**src/rtl/sac_pkg.sv**
```systemverilog
// Shared types and codes for the SIM access client state machine.
package sac_pkg;

	localparam int CfgAddrW = 5;

	// connection states
	localparam logic [3:0] ST_NOTCONN       = 4'd0;
	localparam logic [3:0] ST_CONNECTING    = 4'd1;
	localparam logic [3:0] ST_DISCONNECTING = 4'd2;
	localparam logic [3:0] ST_WAITCARD      = 4'd3;
	localparam logic [3:0] ST_IDLE          = 4'd4;
	localparam logic [3:0] ST_PROC          = 4'd5;

	// event modes
	localparam logic [2:0] MODE_TICK       = 3'd0;
	localparam logic [2:0] MODE_CONNECT    = 3'd1;
	localparam logic [2:0] MODE_REQUEST    = 3'd2;
	localparam logic [2:0] MODE_SERVER     = 3'd3;
	localparam logic [2:0] MODE_DISCONNECT = 3'd4;

	// client request kinds
	localparam logic [3:0] REQ_ATR      = 4'd0;
	localparam logic [3:0] REQ_RESET    = 4'd2;
	localparam logic [3:0] REQ_POWEROFF = 4'd6;
	localparam logic [2:0] REQ_IDX_ATR     = 3'd0;
	localparam logic [2:0] REQ_IDX_POWERON = 3'd5;

	// server message kinds
	localparam logic [3:0] SRV_CONNECT_RESP    = 4'd0;
	localparam logic [3:0] SRV_DISCONNECT_RESP = 4'd1;
	localparam logic [3:0] SRV_DISCONNECT_IND  = 4'd2;
	localparam logic [3:0] SRV_APDU_RESP       = 4'd3;
	localparam logic [3:0] SRV_ATR_RESP        = 4'd4;
	localparam logic [3:0] SRV_POWEROFF_RESP   = 4'd5;
	localparam logic [3:0] SRV_POWERON_RESP    = 4'd6;
	localparam logic [3:0] SRV_RESET_RESP      = 4'd7;
	localparam logic [3:0] SRV_STATUS_RESP     = 4'd8;
	localparam logic [3:0] SRV_STATUS_IND      = 4'd9;
	localparam logic [3:0] SRV_ERROR_RESP      = 4'd10;
	localparam logic [3:0] SRV_SETTP_RESP      = 4'd11;

	// outgoing message kinds
	localparam logic [3:0] SEND_CONNECT    = 4'd0;
	localparam logic [3:0] SEND_DISCONNECT = 4'd1;
	localparam logic [3:0] SEND_REQ_BASE   = 4'd2;

	// connection status byte
	localparam logic [7:0] CONN_OK          = 8'd0;
	localparam logic [7:0] CONN_UNABLE      = 8'd1;
	localparam logic [7:0] CONN_SIZE_BAD    = 8'd2;
	localparam logic [7:0] CONN_SIZE_SMALL  = 8'd3;
	localparam logic [7:0] CONN_OK_ONGOING  = 8'd4;

	// card status byte
	localparam logic [7:0] CARD_RESET          = 8'd1;
	localparam logic [7:0] CARD_NOT_ACCESSIBLE = 8'd2;
	localparam logic [7:0] CARD_INSERTED       = 8'd4;
	localparam logic [7:0] CARD_RECOVERED      = 8'd5;

	localparam logic [3:0] RSP_PARAM_MISSING = 4'd8;

	// register indexes
	localparam logic [2:0] REG_DEFAULT_SIZE = 3'd0;
	localparam logic [2:0] REG_SIZE_LIMIT   = 3'd1;
	localparam logic [2:0] REG_REQ_TIMEOUT  = 3'd2;
	localparam logic [2:0] REG_REL_TIMEOUT  = 3'd3;
	localparam logic [2:0] REG_CONN_TIMEOUT = 3'd4;

	typedef struct packed {
		logic [15:0] default_msg_size;
		logic [15:0] msg_size_limit;
		logic [15:0] request_timeout;
		logic [15:0] release_timeout;
		logic [15:0] connect_timeout;
	} cfg_t;

	typedef struct packed {
		logic [2:0]  mode;
		logic [3:0]  msg_kind;
		logic        param_found;
		logic [7:0]  param_byte;
		logic [15:0] param_word;
		logic [2:0]  result_code;
		logic [15:0] param_length;
	} evt_t;

	typedef struct packed {
		logic [3:0]  conn_state;
		logic [7:0]  card_state;
		logic        send_valid;
		logic [3:0]  send_kind;
		logic [15:0] send_size;
		logic        rsp_valid;
		logic [2:0]  rsp_kind;
		logic [3:0]  rsp_status;
		logic [15:0] rsp_length;
		logic        not_permitted;
	} res_t;

endpackage

```
**src/rtl/sac_cfg_regs.sv**
```systemverilog
// APB register file holding message size and timeout settings.
module sac_cfg_regs (
	input  logic                         clk,
	input  logic                         arst_n,
	input  logic                         psel,
	input  logic                         penable,
	input  logic                         pwrite,
	input  logic [sac_pkg::CfgAddrW-1:0] paddr,
	input  logic [31:0]                  pwdata,
	output logic [31:0]                  prdata,
	output logic                         pready,
	output sac_pkg::cfg_t                cfg
);
	import sac_pkg::*;

	cfg_t       cfg_q;
	logic       wr_en;
	logic [2:0] reg_idx;

	assign pready  = 1'b1;
	assign reg_idx = paddr[CfgAddrW-1:2];
	assign wr_en   = psel && penable && pwrite;

	always_ff @(posedge clk or negedge arst_n) begin
		if (!arst_n) begin
			cfg_q.default_msg_size <= 16'd300;
			cfg_q.msg_size_limit   <= 16'd300;
			cfg_q.request_timeout  <= 16'd5;
			cfg_q.release_timeout  <= 16'd5;
			cfg_q.connect_timeout  <= 16'd5;
		end else if (wr_en) begin
			unique case (reg_idx)
				REG_DEFAULT_SIZE: cfg_q.default_msg_size <= pwdata[15:0];
				REG_SIZE_LIMIT:   cfg_q.msg_size_limit   <= pwdata[15:0];
				REG_REQ_TIMEOUT:  cfg_q.request_timeout  <= pwdata[15:0];
				REG_REL_TIMEOUT:  cfg_q.release_timeout  <= pwdata[15:0];
				REG_CONN_TIMEOUT: cfg_q.connect_timeout  <= pwdata[15:0];
				default: ;
			endcase
		end
	end

	always_comb begin
		unique case (reg_idx)
			REG_DEFAULT_SIZE: prdata = {16'd0, cfg_q.default_msg_size};
			REG_SIZE_LIMIT:   prdata = {16'd0, cfg_q.msg_size_limit};
			REG_REQ_TIMEOUT:  prdata = {16'd0, cfg_q.request_timeout};
			REG_REL_TIMEOUT:  prdata = {16'd0, cfg_q.release_timeout};
			REG_CONN_TIMEOUT: prdata = {16'd0, cfg_q.connect_timeout};
			default:          prdata = 32'd0;
		endcase
	end

	assign cfg = cfg_q;

endmodule

```
**src/rtl/sac_fsm.sv**
```systemverilog
// Connection state, card status, size and timer registers with per-event next-state logic.
module sac_fsm (
	input  logic          clk,
	input  logic          arst_n,
	input  logic          step,
	input  sac_pkg::evt_t evt,
	input  sac_pkg::cfg_t cfg,
	output sac_pkg::res_t res
);
	import sac_pkg::*;

	logic [3:0]  state_q, st_n;
	logic [7:0]  card_q, card_n;
	logic [15:0] size_q, size_n;
	logic [15:0] cnt_q, cnt_n;
	logic        armed_q, armed_n;

	logic        active;
	logic [2:0]  req_idx;
	logic [2:0]  rsp_idx;
	logic        rsp_has_param;
	logic        req_ok;

	assign active  = state_q >= ST_WAITCARD;
	assign req_idx = evt.msg_kind[2:0];

	always_comb begin
		rsp_idx       = 3'd4;
		rsp_has_param = 1'b0;
		unique case (evt.msg_kind)
			SRV_APDU_RESP:     begin rsp_idx = 3'd1; rsp_has_param = 1'b1; end
			SRV_ATR_RESP:      begin rsp_idx = 3'd0; rsp_has_param = 1'b1; end
			SRV_POWEROFF_RESP: rsp_idx = 3'd6;
			SRV_POWERON_RESP:  rsp_idx = 3'd5;
			SRV_RESET_RESP:    rsp_idx = 3'd2;
			SRV_STATUS_RESP:   begin rsp_idx = 3'd3; rsp_has_param = 1'b1; end
			default: ;
		endcase
	end

	// requests allowed while another one is in progress
	always_comb begin
		req_ok = 1'b0;
		if (evt.msg_kind == REQ_RESET) begin
			req_ok = (state_q == ST_PROC) || (state_q == ST_PROC + 4'd1) ||
				(state_q == ST_PROC + 4'd3);
		end else if (evt.msg_kind == REQ_POWEROFF) begin
			req_ok = (state_q == ST_PROC) || (state_q == ST_PROC + 4'd1) ||
				(state_q == ST_PROC + 4'd2) || (state_q == ST_PROC + 4'd3) ||
				(state_q == ST_PROC + 4'd5);
		end
	end

	always_comb begin
		st_n    = state_q;
		card_n  = card_q;
		size_n  = size_q;
		cnt_n   = cnt_q;
		armed_n = armed_q;
		res     = '0;

		unique case (evt.mode)
			MODE_TICK: begin
				if (armed_q) begin
					if (cnt_q <= 16'd1) begin
						armed_n = 1'b0;
						cnt_n   = 16'd0;
						if (state_q == ST_CONNECTING || state_q == ST_DISCONNECTING) begin
							st_n   = ST_NOTCONN;
							card_n = CARD_NOT_ACCESSIBLE;
							size_n = cfg.default_msg_size;
						end else if (state_q >= ST_PROC) begin
							st_n = ST_IDLE;
						end
					end else begin
						cnt_n = cnt_q - 16'd1;
					end
				end
			end
			MODE_CONNECT: begin
				if (state_q == ST_NOTCONN) begin
					st_n           = ST_CONNECTING;
					armed_n        = 1'b1;
					cnt_n          = cfg.connect_timeout;
					res.send_valid = 1'b1;
					res.send_kind  = SEND_CONNECT;
					res.send_size  = size_q;
				end else begin
					res.not_permitted = 1'b1;
				end
			end
			MODE_REQUEST: begin
				if (evt.msg_kind > REQ_POWEROFF) begin
					res.not_permitted = 1'b1;
				end else if (state_q == ST_IDLE || req_ok) begin
					st_n           = ST_PROC + {1'b0, req_idx};
					armed_n        = 1'b1;
					cnt_n          = cfg.request_timeout;
					res.send_valid = 1'b1;
					res.send_kind  = SEND_REQ_BASE + {1'b0, req_idx};
				end else begin
					res.not_permitted = 1'b1;
				end
			end
			MODE_SERVER: begin
				unique case (evt.msg_kind)
					SRV_CONNECT_RESP: begin
						if (state_q != ST_CONNECTING) begin
							res.not_permitted = 1'b1;
						end else if (!evt.param_found || evt.param_byte == CONN_UNABLE ||
								evt.param_byte == CONN_SIZE_SMALL ||
								(evt.param_byte == CONN_SIZE_BAD &&
								evt.param_word > cfg.msg_size_limit)) begin
							st_n    = ST_NOTCONN;
							armed_n = 1'b0;
							cnt_n   = 16'd0;
							card_n  = CARD_NOT_ACCESSIBLE;
							size_n  = cfg.default_msg_size;
						end else if (evt.param_byte == CONN_OK ||
								evt.param_byte == CONN_OK_ONGOING) begin
							st_n    = ST_WAITCARD;
							armed_n = 1'b0;
							cnt_n   = 16'd0;
							if (evt.param_byte == CONN_OK_ONGOING)
								card_n = CARD_NOT_ACCESSIBLE;
						end else if (evt.param_byte == CONN_SIZE_BAD) begin
							size_n         = evt.param_word;
							res.send_valid = 1'b1;
							res.send_kind  = SEND_CONNECT;
							res.send_size  = evt.param_word;
						end
					end
					SRV_DISCONNECT_RESP: begin
						if (state_q == ST_DISCONNECTING) begin
							st_n    = ST_NOTCONN;
							armed_n = 1'b0;
							cnt_n   = 16'd0;
							card_n  = CARD_NOT_ACCESSIBLE;
							size_n  = cfg.default_msg_size;
						end else begin
							res.not_permitted = 1'b1;
						end
					end
					SRV_DISCONNECT_IND: begin
						if (active) begin
							st_n           = ST_DISCONNECTING;
							armed_n        = 1'b1;
							cnt_n          = cfg.release_timeout;
							res.send_valid = 1'b1;
							res.send_kind  = SEND_DISCONNECT;
						end else begin
							res.not_permitted = 1'b1;
						end
					end
					SRV_STATUS_IND: begin
						if (!active) begin
							res.not_permitted = 1'b1;
						end else if (evt.param_found) begin
							card_n = evt.param_byte;
							if (evt.param_byte == CARD_RESET ||
									evt.param_byte == CARD_RECOVERED ||
									evt.param_byte == CARD_INSERTED) begin
								if (state_q != ST_IDLE) begin
									st_n    = ST_IDLE;
									armed_n = 1'b0;
									cnt_n   = 16'd0;
									if (state_q == ST_WAITCARD &&
											evt.param_byte == CARD_RESET) begin
										st_n           = ST_PROC + {1'b0, REQ_IDX_ATR};
										armed_n        = 1'b1;
										cnt_n          = cfg.request_timeout;
										res.send_valid = 1'b1;
										res.send_kind  = SEND_REQ_BASE + {1'b0, REQ_IDX_ATR};
									end
								end
								if (evt.param_byte == CARD_INSERTED) begin
									st_n           = ST_PROC + {1'b0, REQ_IDX_POWERON};
									armed_n        = 1'b1;
									cnt_n          = cfg.request_timeout;
									res.send_valid = 1'b1;
									res.send_kind  = SEND_REQ_BASE + {1'b0, REQ_IDX_POWERON};
								end
							end else if (state_q != ST_WAITCARD) begin
								st_n    = ST_WAITCARD;
								armed_n = 1'b0;
								cnt_n   = 16'd0;
							end
						end
					end
					SRV_ERROR_RESP: begin
						if (state_q == ST_CONNECTING) begin
							st_n    = ST_NOTCONN;
							armed_n = 1'b0;
							cnt_n   = 16'd0;
							card_n  = CARD_NOT_ACCESSIBLE;
							size_n  = cfg.default_msg_size;
						end else if (state_q > ST_IDLE) begin
							st_n    = ST_IDLE;
							armed_n = 1'b0;
							cnt_n   = 16'd0;
						end else begin
							res.not_permitted = 1'b1;
						end
					end
					SRV_APDU_RESP, SRV_ATR_RESP, SRV_POWEROFF_RESP, SRV_POWERON_RESP,
					SRV_RESET_RESP, SRV_STATUS_RESP, SRV_SETTP_RESP: begin
						if (state_q != ST_PROC + {1'b0, rsp_idx}) begin
							res.not_permitted = 1'b1;
						end else begin
							st_n          = ST_IDLE;
							armed_n       = 1'b0;
							cnt_n         = 16'd0;
							res.rsp_valid = 1'b1;
							res.rsp_kind  = rsp_idx;
							if (evt.result_code != 3'd0)
								res.rsp_status = {1'b0, evt.result_code};
							else if (rsp_has_param && !evt.param_found)
								res.rsp_status = RSP_PARAM_MISSING;
							else if (rsp_has_param)
								res.rsp_length = evt.param_length;
						end
					end
					default: res.not_permitted = 1'b1;
				endcase
			end
			MODE_DISCONNECT: begin
				if (active) begin
					st_n           = ST_DISCONNECTING;
					armed_n        = 1'b1;
					cnt_n          = cfg.release_timeout;
					res.send_valid = 1'b1;
					res.send_kind  = SEND_DISCONNECT;
				end else begin
					st_n    = ST_NOTCONN;
					armed_n = 1'b0;
					cnt_n   = 16'd0;
					card_n  = CARD_NOT_ACCESSIBLE;
					size_n  = cfg.default_msg_size;
				end
			end
			default: res.not_permitted = 1'b1;
		endcase

		res.conn_state = st_n;
		res.card_state = card_n;
	end

	always_ff @(posedge clk or negedge arst_n) begin
		if (!arst_n) begin
			state_q <= ST_NOTCONN;
			card_q  <= CARD_NOT_ACCESSIBLE;
			size_q  <= 16'd300;
			cnt_q   <= 16'd0;
			armed_q <= 1'b0;
		end else if (step) begin
			state_q <= st_n;
			card_q  <= card_n;
			size_q  <= size_n;
			cnt_q   <= cnt_n;
			armed_q <= armed_n;
		end
	end

endmodule

```
**src/rtl/sim_access_client_fsm.sv**
```systemverilog
// Top level of the SIM access client state machine: input register, event logic, result register.
// One event is taken per clock while in_stall is low; its result passes the input register, then
// the result register, and the block sustains one event per cycle unless out_stall holds it, with
// combinational next-state logic between those two registers. A stalled result holds the result
// register and, once the input register is also full, raises in_stall in the same cycle. The user
// must write settings over the APB port only while no event is in flight; the block does not
// enforce this. Reads return the stored value. There is no clearing pass after reset.
module sim_access_client_fsm (
	input  logic                         clk,
	input  logic                         arst_n,
	input  logic                         psel,
	input  logic                         penable,
	input  logic                         pwrite,
	input  logic [sac_pkg::CfgAddrW-1:0] paddr,
	input  logic [31:0]                  pwdata,
	output logic [31:0]                  prdata,
	output logic                         pready,
	input  logic                         in_valid,
	output logic                         in_stall,
	input  logic [2:0]                   mode,
	input  logic [3:0]                   msg_kind,
	input  logic                         param_found,
	input  logic [7:0]                   param_byte,
	input  logic [15:0]                  param_word,
	input  logic [2:0]                   result_code,
	input  logic [15:0]                  param_length,
	output logic                         out_valid,
	input  logic                         out_stall,
	output logic [3:0]                   conn_state,
	output logic [7:0]                   card_state,
	output logic                         send_valid,
	output logic [3:0]                   send_kind,
	output logic [15:0]                  send_size,
	output logic                         rsp_valid,
	output logic [2:0]                   rsp_kind,
	output logic [3:0]                   rsp_status,
	output logic [15:0]                  rsp_length,
	output logic                         not_permitted
);
	import sac_pkg::*;

	cfg_t cfg;
	evt_t evt_s1;
	logic valid_s1;
	res_t res_next;
	res_t res_s2;
	logic valid_s2;
	logic advance;

	sac_cfg_regs u_cfg (
		.clk     (clk),
		.arst_n  (arst_n),
		.psel    (psel),
		.penable (penable),
		.pwrite  (pwrite),
		.paddr   (paddr),
		.pwdata  (pwdata),
		.prdata  (prdata),
		.pready  (pready),
		.cfg     (cfg)
	);

	assign advance  = !valid_s2 || !out_stall;
	assign in_stall = valid_s1 && !advance;

	always_ff @(posedge clk or negedge arst_n) begin
		if (!arst_n) begin
			valid_s1 <= 1'b0;
		end else if (!in_stall) begin
			valid_s1 <= in_valid;
		end
	end

	always_ff @(posedge clk) begin
		if (in_valid && !in_stall) begin
			evt_s1 <= '{mode: mode, msg_kind: msg_kind, param_found: param_found,
				param_byte: param_byte, param_word: param_word,
				result_code: result_code, param_length: param_length};
		end
	end

	sac_fsm u_fsm (
		.clk    (clk),
		.arst_n (arst_n),
		.step   (valid_s1 && advance),
		.evt    (evt_s1),
		.cfg    (cfg),
		.res    (res_next)
	);

	always_ff @(posedge clk or negedge arst_n) begin
		if (!arst_n) begin
			valid_s2 <= 1'b0;
		end else if (advance) begin
			valid_s2 <= valid_s1;
		end
	end

	always_ff @(posedge clk) begin
		if (valid_s1 && advance) begin
			res_s2 <= res_next;
		end
	end

	assign out_valid     = valid_s2;
	assign conn_state    = res_s2.conn_state;
	assign card_state    = res_s2.card_state;
	assign send_valid    = res_s2.send_valid;
	assign send_kind     = res_s2.send_kind;
	assign send_size     = res_s2.send_size;
	assign rsp_valid     = res_s2.rsp_valid;
	assign rsp_kind      = res_s2.rsp_kind;
	assign rsp_status    = res_s2.rsp_status;
	assign rsp_length    = res_s2.rsp_length;
	assign not_permitted = res_s2.not_permitted;

	a_rsp_no_send: assert property (@(posedge clk) disable iff (!arst_n)
		out_valid && rsp_valid |-> !send_valid)
		else $error("response report together with outgoing message");

	a_np_quiet: assert property (@(posedge clk) disable iff (!arst_n)
		out_valid && not_permitted |-> !send_valid && !rsp_valid)
		else $error("rejected event produced a message or report");

	a_notconn_card: assert property (@(posedge clk) disable iff (!arst_n)
		out_valid && conn_state == ST_NOTCONN |-> card_state == CARD_NOT_ACCESSIBLE)
		else $error("card status not reset in not-connected state");

	a_stall_hold: assert property (@(posedge clk) disable iff (!arst_n)
		valid_s2 && out_stall |=> valid_s2 && $stable(res_s2))
		else $error("stalled result register changed");

endmodule
```
**config.mk**
```make
export PLATFORM = sky130hd
export DESIGN_NAME = sim_access_client_fsm
export DESIGN_NICKNAME = d
export VERILOG_FILES = /design/src/rtl/sac_pkg.sv /design/src/rtl/sac_cfg_regs.sv /design/src/rtl/sac_fsm.sv /design/src/rtl/sim_access_client_fsm.sv
export SDC_FILE = /design/constraint.sdc
export NUM_CORES = 1
export LEC_CHECK = 0
export ABC_CLOCK_PERIOD_IN_PS = 7500
export BUFFER_PORTS_ARGS = -buffer_cell sky130_fd_sc_hd__buf_2
export CORE_UTILIZATION = 50
export DETAILED_ROUTE_END_ITERATION = 7
export PLACE_DENSITY = 0.71
export SYNTH_ARGS = -nofsm -noshare
export SYNTH_HDL_FRONTEND = slang
export SYNTH_HIERARCHICAL = 1
export SYNTH_SLANG_ARGS = --single-unit
```
**constraint.sdc**
```tcl
create_clock -name clk -period 7.5 [get_ports clk]
set_clock_uncertainty 0.2 [all_clocks]
set_input_delay 0 -clock clk [delete_from_list [all_inputs] [get_ports clk]]
set_output_delay 0 -clock clk [all_outputs]
set_load 0.02 [all_outputs]
```
; Word-level counts from Yosys, hierarchy flattened
; Index checks and enable logic that the tools add are counted.
[totals]
input_bits = 95
regBits = 236
out_inout_bits = 93
wordCells = 290
[classes]
bitwise = 3
eq_ne = 59
n_reduce_logical = 51
magnitude_cmp = 6
muxes = 137
n_addsub = 4
[op_table]
columns = operator, n
row1 = two-way mux 16 bit, 35
row2 = case mux 16 bit (5 select lines), 2
row3 = two-way mux 21 bit, 5
row4 = two-way mux 8 bit, 12
row5 = case mux 16 bit (3 select lines), 2
row6 = case mux 16 bit (6 select lines), 1
row7 = two-way mux 4 bit, 23
row8 = two-way mux 5 bit, 9
row9 = two-way mux 1 bit, 34
row10 = equality test 4 x 3 -> 1 bit (second input constant), 8
row11 = case mux 16 bit (2 select lines), 1
row12 = case mux 8 bit (4 select lines), 1
row13 = equality test 4 bit (second input constant), 6
row14 = two-way mux 24 bit, 1
row15 = case mux 4 bit (6 select lines), 1
row16 = case mux 8 bit (3 select lines), 1
row17 = != test 4 x 2 -> 1 bit (second input constant), 5
row18 = case mux 4 bit (5 select lines), 1
row19 = case mux 5 bit (4 select lines), 1
row20 = case mux 3 bit (6 select lines), 1
row21 = AND reduction 17 bit, 1
row22 = equality test 4 x 2 -> 1 bit (second input constant), 4
row23 = equality test 8 x 2 -> 1 bit (second input constant), 2
row24 = equality test 8 x 3 -> 1 bit (second input constant), 2
row25 = 45 further kinds, 101

; Longest topological paths before layout
[depth]
word_depth = 11
depth_mapped = 13
depth_no_buf = 11

; By module
; The synthesis kept the hierarchy.
[by_module_without_submodules]
columns = mod, instances, seq_area_each_um2, area_each_um2, cells_per_inst
row1 = sac_fsm, 1, 1132.3, 5245.0, 678
row2 = sac_cfg_regs, 1, 2019.4, 3860.0, 275
row3 = sim_access_client_fsm, 1, 3323.2, 3365.7, 117

; Worst setup path after synthesis
; Ideal clock, no wire load.
[synth_path]
kind = flip-flop to flip-flop
startpoint = register valid_s2 (netlist: out_valid)
endpoint = register u_fsm.size_q[11]
period_less_slack_ns = 6.929
setup_slack_ns = 0.571
required_ns = 7.149
path_buffers = 1
setup_time_ns = 0.151
stages_incl_launch_ff = 6
t_arrival_ns = 6.577
cell_sequence = dfrtp_1 a21boi_0 o21ai_0 clkbuf_1 nand2_1 o21ai_0
[synth_via]
elab_chain_cells = 4
[synth_rtl]
columns = element, line_no
row1 = "start, declared", sim_access_client_fsm.sv:47  ; logic valid_s2;
row2 = "start signal, assigned", sim_access_client_fsm.sv:95  ; valid_s2 <= valid_s1;
row3 = zero test 1 bit, sim_access_client_fsm.sv:63  ; assign advance = !valid_s2 || !out_stall;
row4 = logical OR 1 bit, sim_access_client_fsm.sv:63
row5 = logical AND 1 bit, sim_access_client_fsm.sv:85  ; .step (valid_s1 && advance),
row6 = AND reduction 12 bit (no line), n/a
row7 = "end signal, assigned", sac_fsm.sv:258  ; size_q <= size_n;
row8 = "end, declared", sac_fsm.sv:14  ; logic [15:0] size_q, size_n;
; No other way between the ends.
; A chain may end at the register's enable or synchronous reset.

; Worst setup path after layout
[layout_path]
startpoint = register evt_s1[45] (netlist bit)
endpoint = register u_fsm.cnt_q[10]
[layout_via]
elab_chain_cells = 6
elab_cells_between_ends = 36
classes_between = 1 x add/sub / 1 x order compare / 25 x eq/ne / 5 x mux / 4 x reduce/logical
[layout_rtl]
columns = element, line_no
row1 = "start, declared", sim_access_client_fsm.sv:43  ; evt_t evt_s1;
row2 = "start signal, assigned", sim_access_client_fsm.sv:76  ; evt_s1 <= '{mode: mode, msg_kind: msg_kind, param_found: param_found,
row3 = equality test 4 bit (tied with other cells), "sac_fsm.sv:30, sac_fsm.sv:106"
row4 = case mux 3 bit (6 select lines) / two-way mux 1 bit (equally long branches), "sac_fsm.sv:30, sac_fsm.sv:47"
row5 = adder 3 x 3 -> 4 bit / two-way mux 1 bit (equally long branches), "sac_fsm.sv:207, sac_fsm.sv:44"
row6 = != test 4 bit / logical OR 1 bit (equally long branches), "sac_fsm.sv:207, sac_fsm.sv:95"
row7 = != test 3 bit (no line) / != test 2 x 1 -> 1 bit (equally long branches), n/a
row8 = AND reduction 17 bit (no line), n/a
row9 = "end signal, assigned", sac_fsm.sv:259  ; cnt_q <= cnt_n;
row10 = "end, declared", sac_fsm.sv:15  ; logic [15:0] cnt_q, cnt_n;
; Parallel ways exist; a longest one is shown, timed or not.

==> results.sh <==
export IMPL_cts_tree="done"
export IMPL_synth_area_sq_um=12500
export IMPL_syn_avg_cell_area_sq_um=11.7
export IMPL_worstSetupEndpointType="register"
export IMPL_start_kind="register"
export IMPL_synthTopCellsByCount="edfxtp_1 (109), dfrtp_1 (108), mux2_2 (87)"
export IMPL_core_area_sq_um=24400
export IMPL_wl_met3_um=1840
export IMPL_fill_cells=1953
export IMPL_synth_top_cell_by_area="edfxtp_1"
export IMPL_dp_hpwl_um=22200
export IMPL_synthArstFlopShare=0.538
export IMPL_synthToLayoutAreaGrowth_pct=23.8
export IMPL_slew_viol_final=0
export IMPL_min_period_over_period=0.546
export IMPL_setup_slack_ns=3.40
export IMPL_top_layer_used="met4"
export IMPL_ys_seq_area_frac=0.519
export IMPL_antenna_cells=0
export IMPL_cts_max_path_buffers=3
export IMPL_min_path_type="in2async"
export IMPL_num_vias=9826
export IMPL_grt_pass1_wl_um=53000
export IMPL_die_height_um=160
export IMPL_startpoint="evt_s1[45]$_DFFE_PP_"
export IMPL_cts_setup_buffers=0
export IMPL_setup_viol=0
export IMPL_rsz0062_at_grt="no"
export IMPL_irDropWorstVdd_mv=0.178
export IMPL_drtIter0Drc=750
export IMPL_synth_compound_area_frac=0.172
export IMPL_syn_inst=1070
export IMPL_cp_cell_sequence="inv_1 -> ha_1 -> mux2i_1 -> o2bb2ai_1 -> ha_1 -> xor2_1 -> xnor2_1 -> a41oi_1 -> a21oi_4 -> nand3_4 -> o2bb2ai_1"
export IMPL_antenna_left=0
export IMPL_fin_nets=1444
export IMPL_wl_per_cell_um=20.2
export IMPL_cts_root_buffer="clkbuf_16"
export IMPL_portBuffers=152
export IMPL_r2r_start="evt_s1[45]$_DFFE_PP_"
export IMPL_worst_ep_required_time_ns=7.74
export IMPL_post_route_min_period_ns=4.10
export IMPL_synth_top_family_by_area="compound AO/OA/AOI/OAI gates"
export IMPL_synth_area_top_cells="edfxtp_1 (26%), dfrtp_1 (22%), mux2_2 (7.9%)"
export IMPL_layout_drive_gt1_share=0.266
export IMPL_synth_top_area_frac=0.262
export IMPL_start_util=0.511
export IMPL_grt_usage=0.260
export IMPL_pre_cts_ws_ns=3.46
export IMPL_fin_tns_setup_ns=0
export IMPL_clock_latency_ns=0.54
export IMPL_wl_met2_um=17100
export IMPL_wirelength_um=33700
export IMPL_synth_fa_ha_area_frac=0.0251
export IMPL_timing_hold_ws_ns=-0.0135
export IMPL_multi_input_area_sq_um=5500
export IMPL_violations="negative hold slack"
export IMPL_synth_simple_gate_area_frac=0.124
export IMPL_wl_met1_um=13900
export IMPL_relSlewSlack=0.146
export IMPL_cp_slowest_cell="a21oi_4"
export IMPL_worstMarginPinSlew_ns=1.28
export IMPL_post_synth_top_count_cell="edfxtp_1"
export IMPL_io_pins=188
export IMPL_synthMuxAreaShare=0.108
export IMPL_htreeDepth=1
export IMPL_placed_cell_area_sq_um=13300
export IMPL_worstPathMaxFanout=17
export IMPL_grt_max_degree=78
export IMPL_fmax_mhz=244
export IMPL_drv_cap=0
export IMPL_final_area_sq_um=15400
export IMPL_p_leak_uw=0.00629
export IMPL_hold_viol_final=5
export IMPL_drc_errors=0
export IMPL_cts_made_buffers=25
export IMPL_ys_types=93
export IMPL_yosysWarnings=6
export IMPL_synth_edf_count=109
export IMPL_powerDensity_nw_per_um2=249
export IMPL_crit_arrival_ns=4.34
export IMPL_synth_main_ff_cell="edfxtp_1"
export IMPL_fin_util=0.633
export IMPL_crit_path_max_incr_delay_ns=0.57
export IMPL_die_width_um=160
export IMPL_drt_pass1_iterations=5
export IMPL_die_area_sq_um=25600
export IMPL_status="complete, but fails checks"
export IMPL_globalRouteOverflowTotal=0
export IMPL_clock_sinks=236
export IMPL_ys_ff_latch=236
export IMPL_register_area_sq_um=6470
export IMPL_cts_hold_buf=130
export IMPL_clk_pin_slew_ns=0.06
export IMPL_gp_congestion=0.954
export IMPL_rows=57
export IMPL_cts_resized_gates=0
export IMPL_synth_xor_area_share=0.00492
export IMPL_crit_type="reg2reg"
export IMPL_grt_pass1_vias=9860
export IMPL_grt_antenna_before_repair=0
export IMPL_vias_per_cell=5.90
[per-stage QoR]
| stage | hold WS, ns | instances | total power [uW] |
|---|---|---|---|
| after global routing | 0.0699 | 1666 | 4010 |
| after detailed placement | -0.0219 | 1491 | 2570 |
| after floorplan | -0.496 | 1085 | 2320 |
| final | -0.0135 | 1666 | 3840 |
| after global placement | -0.0235 | 1491 | 2550 |
| after CTS | 0.0218 | 1666 | 3850 |
[cell usage in the layout (no fill, tap or decap), types with 8 or more instances in the layout]
master and n:
and2_1 23, nand4_1 13, dfstp_2 19, dlygate4sd3_1 130, clkbuf_16 25, a221oi_1 8
o2bb2ai_2 10, a32oi_1 16, mux2_4 10, mux2i_1 22, nand2b_1 11, a22o_1 32
inv_1 32, nor2b_1 9, conb_1 17, a21oi_1 39, edfxtp_1 109, buf_2 151
buf_4 9, o31ai_1 8, o21ai_1 15, a22oi_1 23, ha_1 25, nand3_1 15
nor2_1 48, or3_1 12, nand2_1 72, o21ai_0 57, nor3_1 22, dfrtp_1 108
mux2_2 87
[sequential cells by signal, summed over array words and instances (netlist names), 3 cells and up]
register,cells
u_cfg/cfg,80
evt_s1,51
rsp_length,16
send_size,16
u_fsm/cnt_q,16
u_fsm/size_q,16
card_state,8
u_fsm/card_q,8
conn_state,4
rsp_status,4
send_kind,4
u_fsm/state_q,4
rsp_kind,3
[metal layers]
layer,vias up,global-route usage
li1,4548,-
met1,4868,0.339
met2,347,0.451
met3,63,0.0330
met4,0,0.0801
met5,-,0
[power by group]
group | total, uW | switching (uW) | internal, uW | leakage (uW)
Combinational | 872 | 487 | 386 | 0.00323
Clock | 1220 | 511 | 708 | 0.000401
Sequential | 1750 | 187 | 1560 | 0.00266
[critical path: cells and delay by family, from the launching register on]
family          cells  cell delay [ns]
xor+xnor            2             0.36
fa+ha+maj           2             0.75
compound gates      4             1.51
flops               1             0.50
mux                 1             0.18
buf+inv             1             0.15
simple gates        1             0.33
[worst paths after layout]
kind,end,slack [ns],depth (start not counted)
max,u_fsm/cnt_q[10]$_DFFE_PN0P_,3.40,11
min,out_valid$_DFFE_PN0P_,-0.01,2
max reg2reg,u_fsm/cnt_q[10]$_DFFE_PN0P_,3.40,11
min reg2reg,u_fsm/size_q[3]$_DFFE_PN1P_,0.26,2
max in group asynchronous,u_cfg/cfg[21]$_DFFE_PN0P_,5.82,3
min in group clk,u_cfg/cfg[57]$_DFFE_PN0P_,0.09,5
[area by class of cell]
| class | count | share of cell area |
|---|---|---|
| Timing Repair Buffer | 290 | 0.138 |
| Sequential cell | 236 | 0.419 |
| Clock inverter | 9 | 0.00527 |
| Multi-Input combinational cell | 737 | 0.356 |
| Tap cell | 324 | 0.0263 |
| Clock buffer | 36 | 0.0471 |
| Inverter | 34 | 0.00827 |
[logic make-up (layout without fill, tap and decap cells)]
| family | count (synthesis) | count (layout) |
|---|---|---|
| muxes | 119 | 119 |
| xor gates and xnor gates | 7 | 7 |
| adders and majority gates | 25 | 25 |
| buffers and inverters | 112 | 369 |
| and+or+nand+nor | 279 | 279 |
| DFF | 236 | 236 |
| AOI/OAI and AO/OA | 290 | 290 |
| other | 2 | 17 |
Note: power is estimated with default switching activity, not from simulation.
